## src/rtl/core/ghcr_pkg.sv

```systemverilog
// ----------------------------------------------------------------------------
// ghcr_pkg
// Shared types, codes and flash tables of the host command responder.
// ----------------------------------------------------------------------------
package ghcr_pkg;

  localparam int REPORT_BYTES = 64;
  localparam int IDX_W        = $clog2(REPORT_BYTES);
  localparam int FLASH_MAX    = REPORT_BYTES - 20;

  localparam logic [7:0] CMD_VENDOR   = 8'h80;
  localparam logic [7:0] CMD_SUBCMD   = 8'h01;
  localparam logic [7:0] SUB_INFO     = 8'h01;
  localparam logic [7:0] SUB_STREAM   = 8'h04;
  localparam logic [7:0] SUB_NOSTREAM = 8'h05;
  localparam logic [7:0] SC_PAIR      = 8'h01;
  localparam logic [7:0] SC_DEVINFO   = 8'h02;
  localparam logic [7:0] SC_MODE      = 8'h03;
  localparam logic [7:0] SC_ELAPSED   = 8'h04;
  localparam logic [7:0] SC_FLASH     = 8'h10;
  localparam logic [7:0] SUB_REPLY_ID = 8'h21;

  localparam logic [1:0] REG_MAC      = 2'd0;
  localparam logic [1:0] REG_VID      = 2'd1;
  localparam logic [1:0] REG_MODE     = 2'd2;

  localparam logic [31:0] LO_BASE = 32'h2000;
  localparam logic [31:0] HI_BASE = 32'h6000;
  localparam int LO_LEN = 76;
  localparam int HI_LEN = 170;

  localparam logic [7:0] ROM_LO [LO_LEN] = '{
    8'h00, 8'h22, 8'h84, 8'h6E, 8'hDC, 8'h68, 8'hEB, 8'h69,
    8'hD4, 8'hC2, 8'h5C, 8'h61, 8'h49, 8'hE3, 8'hDE, 8'hAE,
    8'h18, 8'h52, 8'h2A, 8'h75, 8'hD3, 8'h53, 8'h14, 8'hF2,
    8'hA7, 8'hEA, 8'h00, 8'h00, 8'h00, 8'h00, 8'h00, 8'h00,
    8'h00, 8'h00, 8'h00, 8'h00, 8'h68, 8'h00, 8'h95, 8'h22,
    8'h30, 8'hB2, 8'h8C, 8'hC6, 8'h81, 8'h1A, 8'h3A, 8'h4B,
    8'h1A, 8'h1E, 8'hBB, 8'h5D, 8'h1C, 8'hC7, 8'h41, 8'hD9,
    8'h5E, 8'hC8, 8'hBA, 8'h21, 8'h18, 8'h9C, 8'hAE, 8'h3B,
    8'h00, 8'h00, 8'h00, 8'h00, 8'h00, 8'h00, 8'h00, 8'h00,
    8'h00, 8'h00, 8'h08, 8'h00
  };

  localparam logic [7:0] ROM_HI [HI_LEN] = '{
    8'hFF, 8'hFF, 8'hFF, 8'hFF, 8'hFF, 8'hFF, 8'hFF, 8'hFF,
    8'hFF, 8'hFF, 8'hFF, 8'hFF, 8'hFF, 8'hFF, 8'hFF, 8'hFF,
    8'hFF, 8'hFF, 8'h03, 8'hA0, 8'hFF, 8'hFF, 8'hFF, 8'hFF,
    8'hFF, 8'hFF, 8'hFF, 8'h01, 8'hFF, 8'hFF, 8'hFF, 8'hFF,
    8'h00, 8'h00, 8'h00, 8'h00, 8'h00, 8'h01, 8'h00, 8'h40,
    8'h00, 8'h40, 8'h00, 8'h40, 8'h00, 8'h00, 8'h00, 8'h00,
    8'h00, 8'h00, 8'h3B, 8'h34, 8'h3B, 8'h34, 8'h3B, 8'h34,
    8'hFF, 8'hFF, 8'hFF, 8'hFF, 8'hFF, 8'h00, 8'h06, 8'h60,
    8'h00, 8'h08, 8'h80, 8'h00, 8'h06, 8'h60, 8'h00, 8'h08,
    8'h80, 8'h00, 8'h06, 8'h60, 8'h00, 8'h06, 8'h60, 8'hFF,
    8'h42, 8'h66, 8'h3A, 8'hFF, 8'hFF, 8'hFF, 8'h4E, 8'h90,
    8'h40, 8'h4E, 8'h90, 8'h40, 8'hFF, 8'hFF, 8'hFF, 8'hFF,
    8'hFF, 8'hFF, 8'hFF, 8'hFF, 8'hFF, 8'hFF, 8'hFF, 8'hFF,
    8'hFF, 8'hFF, 8'hFF, 8'hFF, 8'hFF, 8'hFF, 8'hFF, 8'hFF,
    8'hFF, 8'hFF, 8'hFF, 8'hFF, 8'hFF, 8'hFF, 8'hFF, 8'hFF,
    8'hFF, 8'hFF, 8'hFF, 8'hFF, 8'hFF, 8'hFF, 8'hFF, 8'hFF,
    8'h50, 8'hFD, 8'h00, 8'h00, 8'hC6, 8'h0F, 8'h0F, 8'h30,
    8'h61, 8'h06, 8'h30, 8'hF3, 8'hD4, 8'h14, 8'h54, 8'h41,
    8'h15, 8'h54, 8'hC7, 8'h79, 8'h9C, 8'h33, 8'h36, 8'h63,
    8'h0F, 8'h30, 8'h61, 8'h06, 8'h30, 8'hF3, 8'hD4, 8'h14,
    8'h54, 8'h41, 8'h15, 8'h54, 8'hC7, 8'h79, 8'h9C, 8'h33,
    8'h36, 8'h63
  };

  // reply job handed from the front to the back
  typedef struct packed {
    logic             is_vendor;
    logic [7:0]       sub_id;
    logic [7:0]       subcmd;
    logic [4:0][7:0]  args;
    logic             has_arg0;
    logic             has_args5;
    logic             stream;
  } ghcr_job_t;

  function automatic logic [7:0] rom_read(input logic [31:0] at);
    logic [31:0] off_lo;
    logic [31:0] off_hi;
    logic [7:0]  res;
    off_lo = at - LO_BASE;
    off_hi = at - HI_BASE;
    res    = 8'hFF;
    if (at >= LO_BASE && off_lo < 32'(LO_LEN)) begin
      res = ROM_LO[off_lo[6:0]];
    end else if (at >= HI_BASE && off_hi < 32'(HI_LEN)) begin
      res = ROM_HI[off_hi[7:0]];
    end
    return res;
  endfunction

endpackage

```

## src/rtl/core/ghcr_in_if.sv

```systemverilog
// ----------------------------------------------------------------------------
// ghcr_in_if
// Report byte channel.
// ----------------------------------------------------------------------------
interface ghcr_in_if;
  logic       valid;
  logic       ready;
  logic [7:0] report_byte;
  logic       report_end;
  modport source (output valid, output report_byte, output report_end, input ready);
  modport sink (input valid, input report_byte, input report_end, output ready);
endinterface

```

## src/rtl/core/ghcr_out_if.sv

```systemverilog
// ----------------------------------------------------------------------------
// ghcr_out_if
// Reply byte channel.
// ----------------------------------------------------------------------------
interface ghcr_out_if;
  logic       valid;
  logic       ready;
  logic [7:0] reply_byte;
  logic       reply_end;
  logic       merge_slot;
  logic       stream_mode;
  modport source (output valid, output reply_byte, output reply_end,
                  output merge_slot, output stream_mode, input ready);
  modport sink (input valid, input reply_byte, input reply_end,
                input merge_slot, input stream_mode, output ready);
endinterface

```

## src/rtl/core/ghcr_cfg_if.sv

```systemverilog
// ----------------------------------------------------------------------------
// ghcr_cfg_if
// Register write channel.
// ----------------------------------------------------------------------------
interface ghcr_cfg_if;
  logic        valid;
  logic        ready;
  logic [1:0]  reg_index;
  logic [47:0] wdata;
  modport source (output valid, output reg_index, output wdata, input ready);
  modport sink (input valid, input reg_index, input wdata, output ready);
endinterface

```

## src/rtl/core/ghcr_front.sv

```systemverilog
// ----------------------------------------------------------------------------
// ghcr_front
// Collects report bytes, applies the length checks and queues reply jobs.
// ----------------------------------------------------------------------------
module ghcr_front
  import ghcr_pkg::*;
(
  input  logic       clk,
  input  logic       rst_n,
  input  logic       in_valid,
  output logic       in_ready,
  input  logic [7:0] in_byte,
  input  logic       in_end,
  input  logic [7:0] full_mode_code,
  input  logic       q_full,
  output logic       q_push,
  output ghcr_job_t  q_job
);

  logic [7:0]      cmd_r, cmd_nxt;
  logic [7:0]      sub_r, sub_nxt;
  logic [7:0]      sc_r, sc_nxt;
  logic [4:0][7:0] arg_r, arg_nxt;
  logic [6:0]      seen_r, seen_nxt;
  logic            stream_r, stream_nxt;
  logic            take;
  logic            vend_ok, sub_ok;

  assign in_ready = !q_full;
  assign take     = in_valid && in_ready;

  always_comb begin
    cmd_nxt = cmd_r;
    sub_nxt = sub_r;
    sc_nxt  = sc_r;
    arg_nxt = arg_r;
    if (seen_r == 7'd0) cmd_nxt = in_byte;
    if (seen_r == 7'd1) sub_nxt = in_byte;
    if (seen_r == 7'd10) sc_nxt = in_byte;
    for (int i = 0; i < 5; i++) begin
      if (seen_r == 7'(11 + i)) arg_nxt[i] = in_byte;
    end
    seen_nxt = (seen_r == 7'd127) ? seen_r : seen_r + 7'd1;
  end

  assign vend_ok = in_end && cmd_nxt == CMD_VENDOR && seen_nxt >= 7'd2;
  assign sub_ok  = in_end && cmd_nxt == CMD_SUBCMD && seen_nxt >= 7'd11;

  always_comb begin
    stream_nxt = stream_r;
    if (vend_ok && sub_nxt == SUB_STREAM) stream_nxt = 1'b1;
    if (vend_ok && sub_nxt == SUB_NOSTREAM) stream_nxt = 1'b0;
    if (sub_ok && sc_nxt == SC_MODE) begin
      stream_nxt = seen_nxt >= 7'd12 && arg_nxt[0] == full_mode_code;
    end
  end

  assign q_push          = take && (vend_ok || sub_ok);
  assign q_job.is_vendor = vend_ok;
  assign q_job.sub_id    = sub_nxt;
  assign q_job.subcmd    = sc_nxt;
  assign q_job.args      = arg_nxt;
  assign q_job.has_arg0  = seen_nxt >= 7'd12;
  assign q_job.has_args5 = seen_nxt >= 7'd16;
  assign q_job.stream    = stream_nxt;

  always_ff @(posedge clk) begin
    if (!rst_n) begin
      cmd_r    <= '0;
      sub_r    <= '0;
      sc_r     <= '0;
      seen_r   <= '0;
      stream_r <= 1'b0;
    end else if (take) begin
      cmd_r    <= cmd_nxt;
      sub_r    <= sub_nxt;
      sc_r     <= sc_nxt;
      seen_r   <= in_end ? 7'd0 : seen_nxt;
      stream_r <= stream_nxt;
    end
  end

  always_ff @(posedge clk) begin
    if (take) arg_r <= arg_nxt;
  end

endmodule

```

## src/rtl/core/ghcr_queue.sv

```systemverilog
// ----------------------------------------------------------------------------
// ghcr_queue
// Two-entry job queue between the front and the back.
// ----------------------------------------------------------------------------
module ghcr_queue
  import ghcr_pkg::*;
(
  input  logic      clk,
  input  logic      rst_n,
  input  logic      push,
  input  ghcr_job_t push_job,
  output logic      full,
  input  logic      pop,
  output logic      nonempty,
  output ghcr_job_t pop_job
);

  ghcr_job_t  slot_r [2];
  logic       wr_r, rd_r;
  logic [1:0] cnt_r;

  assign full     = cnt_r == 2'd2;
  assign nonempty = cnt_r != 2'd0;
  assign pop_job  = slot_r[rd_r];

  always_ff @(posedge clk) begin
    if (!rst_n) begin
      wr_r  <= 1'b0;
      rd_r  <= 1'b0;
      cnt_r <= '0;
    end else begin
      if (push) wr_r <= !wr_r;
      if (pop) rd_r <= !rd_r;
      cnt_r <= cnt_r + {1'b0, push} - {1'b0, pop};
    end
  end

  always_ff @(posedge clk) begin
    if (push) slot_r[wr_r] <= push_job;
  end

endmodule

```

## src/rtl/core/ghcr_back.sv

```systemverilog
// ----------------------------------------------------------------------------
// ghcr_back
// Plays out one reply job as a full report, one byte per transaction.
// ----------------------------------------------------------------------------
module ghcr_back
  import ghcr_pkg::*;
(
  input  logic        clk,
  input  logic        rst_n,
  input  logic        q_nonempty,
  input  ghcr_job_t   q_job,
  output logic        q_pop,
  input  logic [47:0] mac_address,
  input  logic [7:0]  vendor_reply_id,
  output logic        out_valid,
  input  logic        out_ready,
  output logic [7:0]  out_byte,
  output logic        out_end,
  output logic        out_merge,
  output logic        out_stream
);

  localparam logic [IDX_W-1:0] LAST = IDX_W'(REPORT_BYTES - 1);

  ghcr_job_t        job_r;
  logic             busy_r;
  logic [IDX_W-1:0] idx_r;
  logic [31:0]      addr_r;
  logic             valid_r;
  logic [7:0]       byte_r;
  logic             end_r, merge_r, stream_r;
  logic             advance;
  logic [7:0]       byte_nxt;
  logic [7:0]       flash_len;
  logic [IDX_W-1:0] off;

  function automatic logic [7:0] mac_byte(input logic [47:0] mac, input logic [2:0] i);
    logic [7:0] res;
    res = 8'h00;
    case (i)
      3'd0: res = mac[7:0];
      3'd1: res = mac[15:8];
      3'd2: res = mac[23:16];
      3'd3: res = mac[31:24];
      3'd4: res = mac[39:32];
      3'd5: res = mac[47:40];
      default: res = 8'h00;
    endcase
    return res;
  endfunction

  assign advance   = !valid_r || out_ready;
  assign q_pop     = !busy_r && q_nonempty;
  assign flash_len = (job_r.args[4] > 8'(FLASH_MAX)) ? 8'(FLASH_MAX) : job_r.args[4];
  assign off       = idx_r - IDX_W'(20);

  always_comb begin
    byte_nxt = 8'h00;
    if (job_r.is_vendor) begin
      if (idx_r == '0) begin
        byte_nxt = vendor_reply_id;
      end else if (idx_r == IDX_W'(1)) begin
        byte_nxt = (job_r.sub_id == SUB_STREAM) ? SUB_NOSTREAM :
                   (job_r.sub_id == SUB_NOSTREAM) ? SUB_STREAM : job_r.sub_id;
      end else if (job_r.sub_id == SUB_INFO) begin
        if (idx_r == IDX_W'(3)) byte_nxt = 8'h03;
        if (idx_r >= IDX_W'(4) && idx_r <= IDX_W'(9)) begin
          byte_nxt = mac_byte(mac_address, 3'(IDX_W'(9) - idx_r));
        end
      end
    end else begin
      if (idx_r == '0) begin
        byte_nxt = SUB_REPLY_ID;
      end else if (idx_r == IDX_W'(13)) begin
        case (job_r.subcmd)
          SC_PAIR:    byte_nxt = 8'h81;
          SC_DEVINFO: byte_nxt = 8'h82;
          SC_ELAPSED: byte_nxt = 8'h83;
          SC_FLASH:   byte_nxt = job_r.has_args5 ? 8'h90 : 8'h80;
          default:    byte_nxt = 8'h80;
        endcase
      end else if (idx_r == IDX_W'(14)) begin
        byte_nxt = job_r.subcmd;
      end else begin
        case (job_r.subcmd)
          SC_PAIR: begin
            if (idx_r == IDX_W'(15) && job_r.has_arg0) byte_nxt = job_r.args[0];
          end
          SC_DEVINFO: begin
            if (idx_r == IDX_W'(15) || idx_r == IDX_W'(17)) byte_nxt = 8'h03;
            if (idx_r == IDX_W'(16)) byte_nxt = 8'h48;
            if (idx_r == IDX_W'(18)) byte_nxt = 8'h02;
            if (idx_r >= IDX_W'(19) && idx_r <= IDX_W'(24)) begin
              byte_nxt = mac_byte(mac_address, 3'(idx_r - IDX_W'(19)));
            end
            if (idx_r == IDX_W'(25) || idx_r == IDX_W'(26)) byte_nxt = 8'h01;
          end
          SC_ELAPSED: begin
            if (idx_r == IDX_W'(16)) byte_nxt = 8'hCC;
            if (idx_r == IDX_W'(18)) byte_nxt = 8'hEE;
            if (idx_r == IDX_W'(20)) byte_nxt = 8'hFF;
          end
          SC_FLASH: begin
            if (job_r.has_args5) begin
              if (idx_r >= IDX_W'(15) && idx_r <= IDX_W'(19)) begin
                byte_nxt = job_r.args[3'(idx_r - IDX_W'(15))];
              end
              if (idx_r >= IDX_W'(20) && 8'(off) < flash_len) begin
                byte_nxt = rom_read(addr_r);
              end
            end
          end
          default: byte_nxt = 8'h00;
        endcase
      end
    end
  end

  always_ff @(posedge clk) begin
    if (!rst_n) begin
      busy_r  <= 1'b0;
      valid_r <= 1'b0;
      idx_r   <= '0;
    end else begin
      if (busy_r && advance) begin
        valid_r <= 1'b1;
        idx_r   <= idx_r + IDX_W'(1);
        if (idx_r == LAST) busy_r <= 1'b0;
      end else if (advance) begin
        valid_r <= 1'b0;
      end
      if (q_pop) begin
        busy_r <= 1'b1;
        idx_r  <= '0;
      end
    end
  end

  always_ff @(posedge clk) begin
    if (busy_r && advance) begin
      byte_r   <= byte_nxt;
      end_r    <= idx_r == LAST;
      merge_r  <= !job_r.is_vendor && idx_r >= IDX_W'(1) && idx_r <= IDX_W'(12);
      stream_r <= job_r.stream;
      // step the flash address once the data bytes start
      if (idx_r >= IDX_W'(20)) addr_r <= addr_r + 32'd1;
    end
    if (q_pop) begin
      job_r  <= q_job;
      addr_r <= {q_job.args[3], q_job.args[2], q_job.args[1], q_job.args[0]};
    end
  end

  assign out_valid  = valid_r;
  assign out_byte   = byte_r;
  assign out_end    = end_r;
  assign out_merge  = merge_r;
  assign out_stream = stream_r;

endmodule

```

## src/rtl/core/gamepad_host_command_responder_unit.sv

```systemverilog
// ----------------------------------------------------------------------------
// gamepad_host_command_responder_unit
// Host output report parser and reply report generator.
// ----------------------------------------------------------------------------
// Report bytes are taken one per cycle. A report that calls for a reply queues
// a job in a two-entry queue; the back end then sends a 64-byte reply, one
// byte per cycle while out_ch.ready is high; the output goes idle between
// replies. Input stalls only while two replies are waiting, so the output
// drain rate bounds how often replying reports may arrive. Register writes
// are always accepted and take effect at once.
module gamepad_host_command_responder_unit
  import ghcr_pkg::*;
(
  input logic        clk,
  input logic        rst_n,
  ghcr_in_if.sink    in_ch,
  ghcr_out_if.source out_ch,
  ghcr_cfg_if.sink   cfg_ch
);

  logic [47:0] mac_r;
  logic [7:0]  vid_r;
  logic [7:0]  mode_r;
  logic        q_full, q_push, q_pop, q_nonempty;
  ghcr_job_t   push_job, pop_job;

  assign cfg_ch.ready = 1'b1;

  always_ff @(posedge clk) begin
    if (!rst_n) begin
      mac_r  <= '0;
      vid_r  <= 8'h81;
      mode_r <= 8'h30;
    end else if (cfg_ch.valid) begin
      case (cfg_ch.reg_index)
        REG_MAC:  mac_r <= cfg_ch.wdata;
        REG_VID:  vid_r <= cfg_ch.wdata[7:0];
        REG_MODE: mode_r <= cfg_ch.wdata[7:0];
        default:  ;
      endcase
    end
  end

  ghcr_front u_front (
    .clk            (clk),
    .rst_n          (rst_n),
    .in_valid       (in_ch.valid),
    .in_ready       (in_ch.ready),
    .in_byte        (in_ch.report_byte),
    .in_end         (in_ch.report_end),
    .full_mode_code (mode_r),
    .q_full         (q_full),
    .q_push         (q_push),
    .q_job          (push_job)
  );

  ghcr_queue u_queue (
    .clk      (clk),
    .rst_n    (rst_n),
    .push     (q_push),
    .push_job (push_job),
    .full     (q_full),
    .pop      (q_pop),
    .nonempty (q_nonempty),
    .pop_job  (pop_job)
  );

  ghcr_back u_back (
    .clk             (clk),
    .rst_n           (rst_n),
    .q_nonempty      (q_nonempty),
    .q_job           (pop_job),
    .q_pop           (q_pop),
    .mac_address     (mac_r),
    .vendor_reply_id (vid_r),
    .out_valid       (out_ch.valid),
    .out_ready       (out_ch.ready),
    .out_byte        (out_ch.reply_byte),
    .out_end         (out_ch.reply_end),
    .out_merge       (out_ch.merge_slot),
    .out_stream      (out_ch.stream_mode)
  );

endmodule

```

## src/flat_wrapper.sv

```systemverilog
// flat-port wrapper written by rule: the top's interface ports become plain ports
module gamepad_host_command_responder_unit_flat import ghcr_pkg::*;
  (clk, rst_n, in_ch_valid, in_ch_report_byte, in_ch_report_end, in_ch_ready, out_ch_valid, out_ch_reply_byte, out_ch_reply_end, out_ch_merge_slot, out_ch_stream_mode, out_ch_ready, cfg_ch_valid, cfg_ch_reg_index, cfg_ch_wdata, cfg_ch_ready);
  ghcr_in_if in_ch_i ();
  ghcr_out_if out_ch_i ();
  ghcr_cfg_if cfg_ch_i ();
  input logic clk;
  input logic rst_n;
  input wire logic [$bits(in_ch_i.valid)-1:0] in_ch_valid;
  input wire logic [$bits(in_ch_i.report_byte)-1:0] in_ch_report_byte;
  input wire logic [$bits(in_ch_i.report_end)-1:0] in_ch_report_end;
  output wire logic [$bits(in_ch_i.ready)-1:0] in_ch_ready;
  output wire logic [$bits(out_ch_i.valid)-1:0] out_ch_valid;
  output wire logic [$bits(out_ch_i.reply_byte)-1:0] out_ch_reply_byte;
  output wire logic [$bits(out_ch_i.reply_end)-1:0] out_ch_reply_end;
  output wire logic [$bits(out_ch_i.merge_slot)-1:0] out_ch_merge_slot;
  output wire logic [$bits(out_ch_i.stream_mode)-1:0] out_ch_stream_mode;
  input wire logic [$bits(out_ch_i.ready)-1:0] out_ch_ready;
  input wire logic [$bits(cfg_ch_i.valid)-1:0] cfg_ch_valid;
  input wire logic [$bits(cfg_ch_i.reg_index)-1:0] cfg_ch_reg_index;
  input wire logic [$bits(cfg_ch_i.wdata)-1:0] cfg_ch_wdata;
  output wire logic [$bits(cfg_ch_i.ready)-1:0] cfg_ch_ready;
  assign in_ch_i.valid = in_ch_valid;
  assign in_ch_i.report_byte = in_ch_report_byte;
  assign in_ch_i.report_end = in_ch_report_end;
  assign in_ch_ready = in_ch_i.ready;
  assign out_ch_valid = out_ch_i.valid;
  assign out_ch_reply_byte = out_ch_i.reply_byte;
  assign out_ch_reply_end = out_ch_i.reply_end;
  assign out_ch_merge_slot = out_ch_i.merge_slot;
  assign out_ch_stream_mode = out_ch_i.stream_mode;
  assign out_ch_i.ready = out_ch_ready;
  assign cfg_ch_i.valid = cfg_ch_valid;
  assign cfg_ch_i.reg_index = cfg_ch_reg_index;
  assign cfg_ch_i.wdata = cfg_ch_wdata;
  assign cfg_ch_ready = cfg_ch_i.ready;
  gamepad_host_command_responder_unit u_core (.clk(clk), .rst_n(rst_n), .in_ch(in_ch_i), .out_ch(out_ch_i), .cfg_ch(cfg_ch_i));
endmodule
```

## config.mk

```make
export PLATFORM = sky130hd
export DESIGN_NAME = gamepad_host_command_responder_unit_flat
export DESIGN_NICKNAME = d
export VERILOG_FILES = /design/src/rtl/core/ghcr_pkg.sv /design/src/rtl/core/ghcr_in_if.sv /design/src/rtl/core/ghcr_out_if.sv /design/src/rtl/core/ghcr_cfg_if.sv /design/src/rtl/core/ghcr_front.sv /design/src/rtl/core/ghcr_queue.sv /design/src/rtl/core/ghcr_back.sv /design/src/rtl/core/gamepad_host_command_responder_unit.sv /design/src/flat_wrapper.sv
export SDC_FILE = /design/constraint.sdc
export NUM_CORES = 1
export LEC_CHECK = 0
export ABC_AREA = 0
export BUFFER_PORTS_ARGS = -buffer_cell sky130_fd_sc_hd__buf_4
export CORE_MARGIN = 1.5
export CORE_UTILIZATION = 60
export DETAILED_ROUTE_END_ITERATION = 12
export GPL_TIMING_DRIVEN = 0
export PLACE_DENSITY = 0.85
export SETUP_SLACK_MARGIN = 0.2
export SYNTH_ARGS = -nofsm -noshare
export SYNTH_HDL_FRONTEND = slang
export SYNTH_HIERARCHICAL = 1
export SYNTH_SLANG_ARGS = --single-unit
```

## constraint.sdc

```tcl
create_clock -name clk -period 8.2 [get_ports clk]
set_input_delay 1.64 -clock clk [delete_from_list [all_inputs] [get_ports clk]]
set_output_delay 1.64 -clock clk [all_outputs]
set_load 0.005 [all_outputs]
```

==> Flow_metrics.wiki <==
{| class="wikitable"
! Metric !! Value
|-
| Vias in the first global route || 16400
|-
| Total area of multi-input combinational cells || 9680 um^2
|-
| Chip Width || 189 um
|-
| Post-synth top flop || sky130_fd_sc_hd__edfxtp_1
|-
| Endpoint class of the critical path || flop
|-
| R2R cell count || 10
|-
| Startpoint of the worst hold path || u_core/u_back/job_r[0]
|-
| Final routed DRC violation total || 0
|-
| Maximum VDD drop || 0.243 mV
|-
| Final WS setup || 4.07 ns
|-
| CP delay by family, top || simple AND/OR/NAND/NOR gates
|-
| Vertical extent of the die || 189 um
|-
| Max Clock Skew || 0.0258 ns
|-
| Data arrival time of the critical path || 4.36 ns
|-
| Clock transition at the register clock pins on the worst setup and hold paths after CTS || 0.06 ns
|-
| Tightest Pin Transition || 1.39 ns
|-
| Count of warnings emitted by yosys || 6
|-
| Largest stage delay on the critical path || 0.59 ns
|-
| Area Growth Syn to Fin || 11.6%
|-
| Fillers || 2439
|-
| Part of the cycle the worst path needs || 50.4%
|-
| DP Area || 22000 um^2
|-
| Number of pins with negative max-slew slack in the final report || 0
|-
| Clock latency reported for the late side of the worst-skew pair || 0.55 ns
|-
| Number of distinct standard cells referenced by the synthesized netlist || 98
|-
| Post-CTS Hold Fix Bufs || 0
|-
| WL final || 63200 um
|-
| Proportion of layout cells with a drive suffix above 1 || 16.8%
|-
| Worst hold slack || 0.459 ns
|-
| Flop2flop setup slack || 4.21 ns
|-
| Total buffers and inverters traversed by the critical path || 4
|-
| First-pass GRT wire length || 96900 um
|-
| Via density per instance || 6.70
|-
| Number of gates given a new drive strength after cts || 0
|-
| Peak fanout along the critical path || 25
|-
| Worst Setup Start Kind || input pin
|-
| Remaining global-route overflow || 0
|-
| Number of routed nets with antenna violations || 0
|-
| Floorplan die area || 35700 um^2
|-
| Final Hold Viols || 0
|-
| Number of stages on the worst hold path || 0
|-
| Number of setup buffers added after CTS || 0
|-
| Number of flops mapped to enable cells by yosys || 263
|-
| Number of iterations in the first detailed-routing pass || 6
|-
| Nets || 2131
|-
| H-tree levels || 2
|-
| Worst R2R End || u_core/u_back/out_byte[0]
|-
| Post-Synthesis Cell Area || 20700 um^2
|-
| Run status || finished clean
|-
| Core region area || 33800 um^2
|-
| CTS tree || built
|-
| Number of flip-flops and latches in the synthesized netlist || 372
|-
| Average cell area after synthesis || 10.8 um^2
|-
| Tightest slew margin relative to the limit || 6.76%
|-
| Count of routing violations after the opening detailed-route iteration || 2065
|-
| Post-route minimum period || 4.13 ns
|-
| Count of pins on the block boundary || 78
|-
| Hold worst-path end || u_core/u_back/out_stream
|-
| Cell-by-cell trace of the critical path || buf_4, clkbuf_1, nor2_1, nand3_1, mux2_4, a211oi_1, o21a_1, nor2b_4, buf_16, buf_12
|-
| Max-cap violations || 0
|-
| Wire per inst || 25.2 um
|-
| Number of inserted diodes || 0
|-
| Number of standard cells after synthesis || 1914
|-
| Post-detail-place hpwl || 45700 um
|-
| Endpoints failing setup || 0
|-
| Power per cell area || 302 nW/um^2
|-
| Sequential cell area || 10100 um^2
|-
| Leakage Power || 8.11 nW
|-
| Pre-CTS setup slack || 3.56 ns
|-
| Pin count of the biggest net entering global routing || 72
|-
| Final core utilization || 68.5%
|-
| Critical path's slowest cell || sky130_fd_sc_hd__nor2b_4
|-
| Sequential element share of the synthesized area || 48.6%
|-
| Share of flip-flops with an asynchronous set or reset after synthesis || 0%
|-
| Setup repair after global routing missed its margin || no
|-
| Vias after detailed routing || 16800
|-
| Worst EP required || 8.43 ns
|-
| Reg-to-reg critical path startpoint || u_core/u_back/idx_r[1]
|-
| Initial antenna violation count || 0
|-
| Number of cell rows || 67
|-
| Final design instance area without fill || 23100 um^2
|-
| Worst min-delay path category || flop to flop
|-
| Total global routing track utilization || 35.4%
|-
| Total nets after synthesis || 2015
|-
| Start-to-end type of the worst setup path || input pin to flop
|-
| Buffer type at the clock tree root || sky130_fd_sc_hd__clkbuf_16
|-
| RePlAce Congestion || 1.00
|-
| Clk buf depth || 3
|-
| Initial standard-cell utilization of the core || 61.4%
|-
| Inserted Clock Buffers || 37
|-
| Buffers added on ports || 73
|-
| Upper clock frequency limit || 242 MHz
|-
| Clk sinks || 372
|}
-- worst register-to-register path, delay by kind of cell, from the launching register on --
| kind | cells | cell delay [ns] |
|---|---|---|
| AND/OR/NAND/NOR | 2 | 0.56 |
| adder cells (fa/ha/maj) | 1 | 0.22 |
| XOR/XNOR | 1 | 0.32 |
| flip-flops | 1 | 0.56 |
| buffers and inverters | 2 | 0.86 |
| AO/OA/AOI/OAI | 4 | 1.17 |
-- worst max-delay path by stage --
stage,endpoint,cells after the start,from
floorplan,u_core/u_queue/slot_r[0][0],5,in_ch_valid
global placement,u_core/u_queue/slot_r[0][25],6,in_ch_valid
detailed placement,u_core/u_queue/slot_r[0][25],10,in_ch_report_byte[4]
CTS,u_core/u_queue/slot_r[0][22],10,in_ch_report_byte[4]
global route,u_core/u_queue/slot_r[0][23],10,in_ch_report_byte[4]
finish,u_core/u_queue/slot_r[0][22],10,in_ch_report_byte[4]
-- layout make-up --
class	count	area share (%)
Clock buffer	49	4.38
Multi-Input combinational cell	1343	41.9
Sequential cell	372	43.6
Buffer	149	3.49
Tap cell	448	2.42
Timing Repair Buffer	77	2.75
Inverter	50	0.812
Clock inverter	18	0.703
-- synth_stat cells (23+ instances only) --
cell,instances,area share [%]
sky130_fd_sc_hd__ha_1,37,2.2
sky130_fd_sc_hd__nor2b_1,40,1.2
sky130_fd_sc_hd__dfxtp_1,109,11
sky130_fd_sc_hd__clkbuf_1,78,1.4
sky130_fd_sc_hd__o21ai_0,80,1.9
sky130_fd_sc_hd__xnor2_1,35,1.5
sky130_fd_sc_hd__edfxtp_1,263,38
sky130_fd_sc_hd__nor2_1,112,2.0
sky130_fd_sc_hd__a21oi_1,61,1.5
sky130_fd_sc_hd__xor2_1,23,0.97
sky130_fd_sc_hd__nor3_1,23,0.56
sky130_fd_sc_hd__mux2_4,62,4.5
sky130_fd_sc_hd__mux2_2,56,3.0
sky130_fd_sc_hd__nand2_1,237,4.3
sky130_fd_sc_hd__mux2i_1,81,3.9
sky130_fd_sc_hd__nand3_1,43,1.0
sky130_fd_sc_hd__buf_2,32,0.77
sky130_fd_sc_hd__inv_1,48,0.87
sky130_fd_sc_hd__nand2b_1,24,0.72
sky130_fd_sc_hd__a221oi_1,23,0.97
-- kinds of logic (layout without fill, tap and decap cells) --
logic type	after synthesis	in the layout	share of synthesized area (%)
muxes	211	211	12.6
and+or+nand+nor	636	636	15.8
AOI/OAI and AO/OA	399	399	13.4
other	1	1	0.0181
xor gates and xnor gates	59	59	2.56
buffers and inverters	199	343	4.77
DFF	372	372	48.6
adders and majority gates	37	37	2.23
-- metal layers --
metal | wire length [um] | up-vias | track usage, %
met5 | 0 | - | 0
met4 | 2750 | 0 | 14.6
met3 | 5910 | 223 | 6.02
met2 | 29500 | 1072 | 57.5
met1 | 25100 | 8118 | 47.2
li1 | - | 7372 | -
-- power breakdown --
part           leakage [nW]  switching, mW  internal (mW)
Sequential             3.13          0.175           2.39
Clock                 0.576          0.698          0.938
Combinational          4.41           1.85          0.939
-- placed cells by master (no fill, tap or decap), types with 16 or more instances in the layout --
cell type and count:
sky130_fd_sc_hd__edfxtp_1 263, sky130_fd_sc_hd__nand2_1 237, sky130_fd_sc_hd__nor2_1 112, sky130_fd_sc_hd__dfxtp_1 109, sky130_fd_sc_hd__clkbuf_1 85, sky130_fd_sc_hd__buf_4 81
sky130_fd_sc_hd__mux2i_1 81, sky130_fd_sc_hd__o21ai_0 79, sky130_fd_sc_hd__mux2_4 62, sky130_fd_sc_hd__a21oi_1 61, sky130_fd_sc_hd__mux2_2 56, sky130_fd_sc_hd__inv_1 49
sky130_fd_sc_hd__nand3_1 43, sky130_fd_sc_hd__nor2b_1 39, sky130_fd_sc_hd__clkbuf_16 38, sky130_fd_sc_hd__ha_1 37, sky130_fd_sc_hd__xnor2_1 35, sky130_fd_sc_hd__buf_2 32
sky130_fd_sc_hd__nand2b_1 24, sky130_fd_sc_hd__nor3_1 23, sky130_fd_sc_hd__xor2_1 23, sky130_fd_sc_hd__a221oi_1 23, sky130_fd_sc_hd__a31oi_1 22, sky130_fd_sc_hd__nand4_1 22
sky130_fd_sc_hd__o21ai_1 22, sky130_fd_sc_hd__a22oi_1 22, sky130_fd_sc_hd__o211ai_1 20, sky130_fd_sc_hd__and3_1 20, sky130_fd_sc_hd__nor3b_1 20, sky130_fd_sc_hd__a211oi_1 16
-- state kept, by name (all words and copies together) (netlist names), 32 cells and up, named ones only --
name and count:
u_core/u_back/addr_r 32, u_core/mac_r 48, u_core/u_queue/slot_r 120, u_core/u_front/arg_r 40, u_core/u_back/job_r 60
-- metrics by stage --
stage	std cells	setup TNS, ns	total power, mW
floorplan	1914	0	4.35
global placement	2435	-60.08	5.24
detailed placement	2439	0	5.27
CTS	2506	0	6.91
global route	2506	0	7.24
finish	2506	0	6.99
Power figures use the tool's default switching activity.
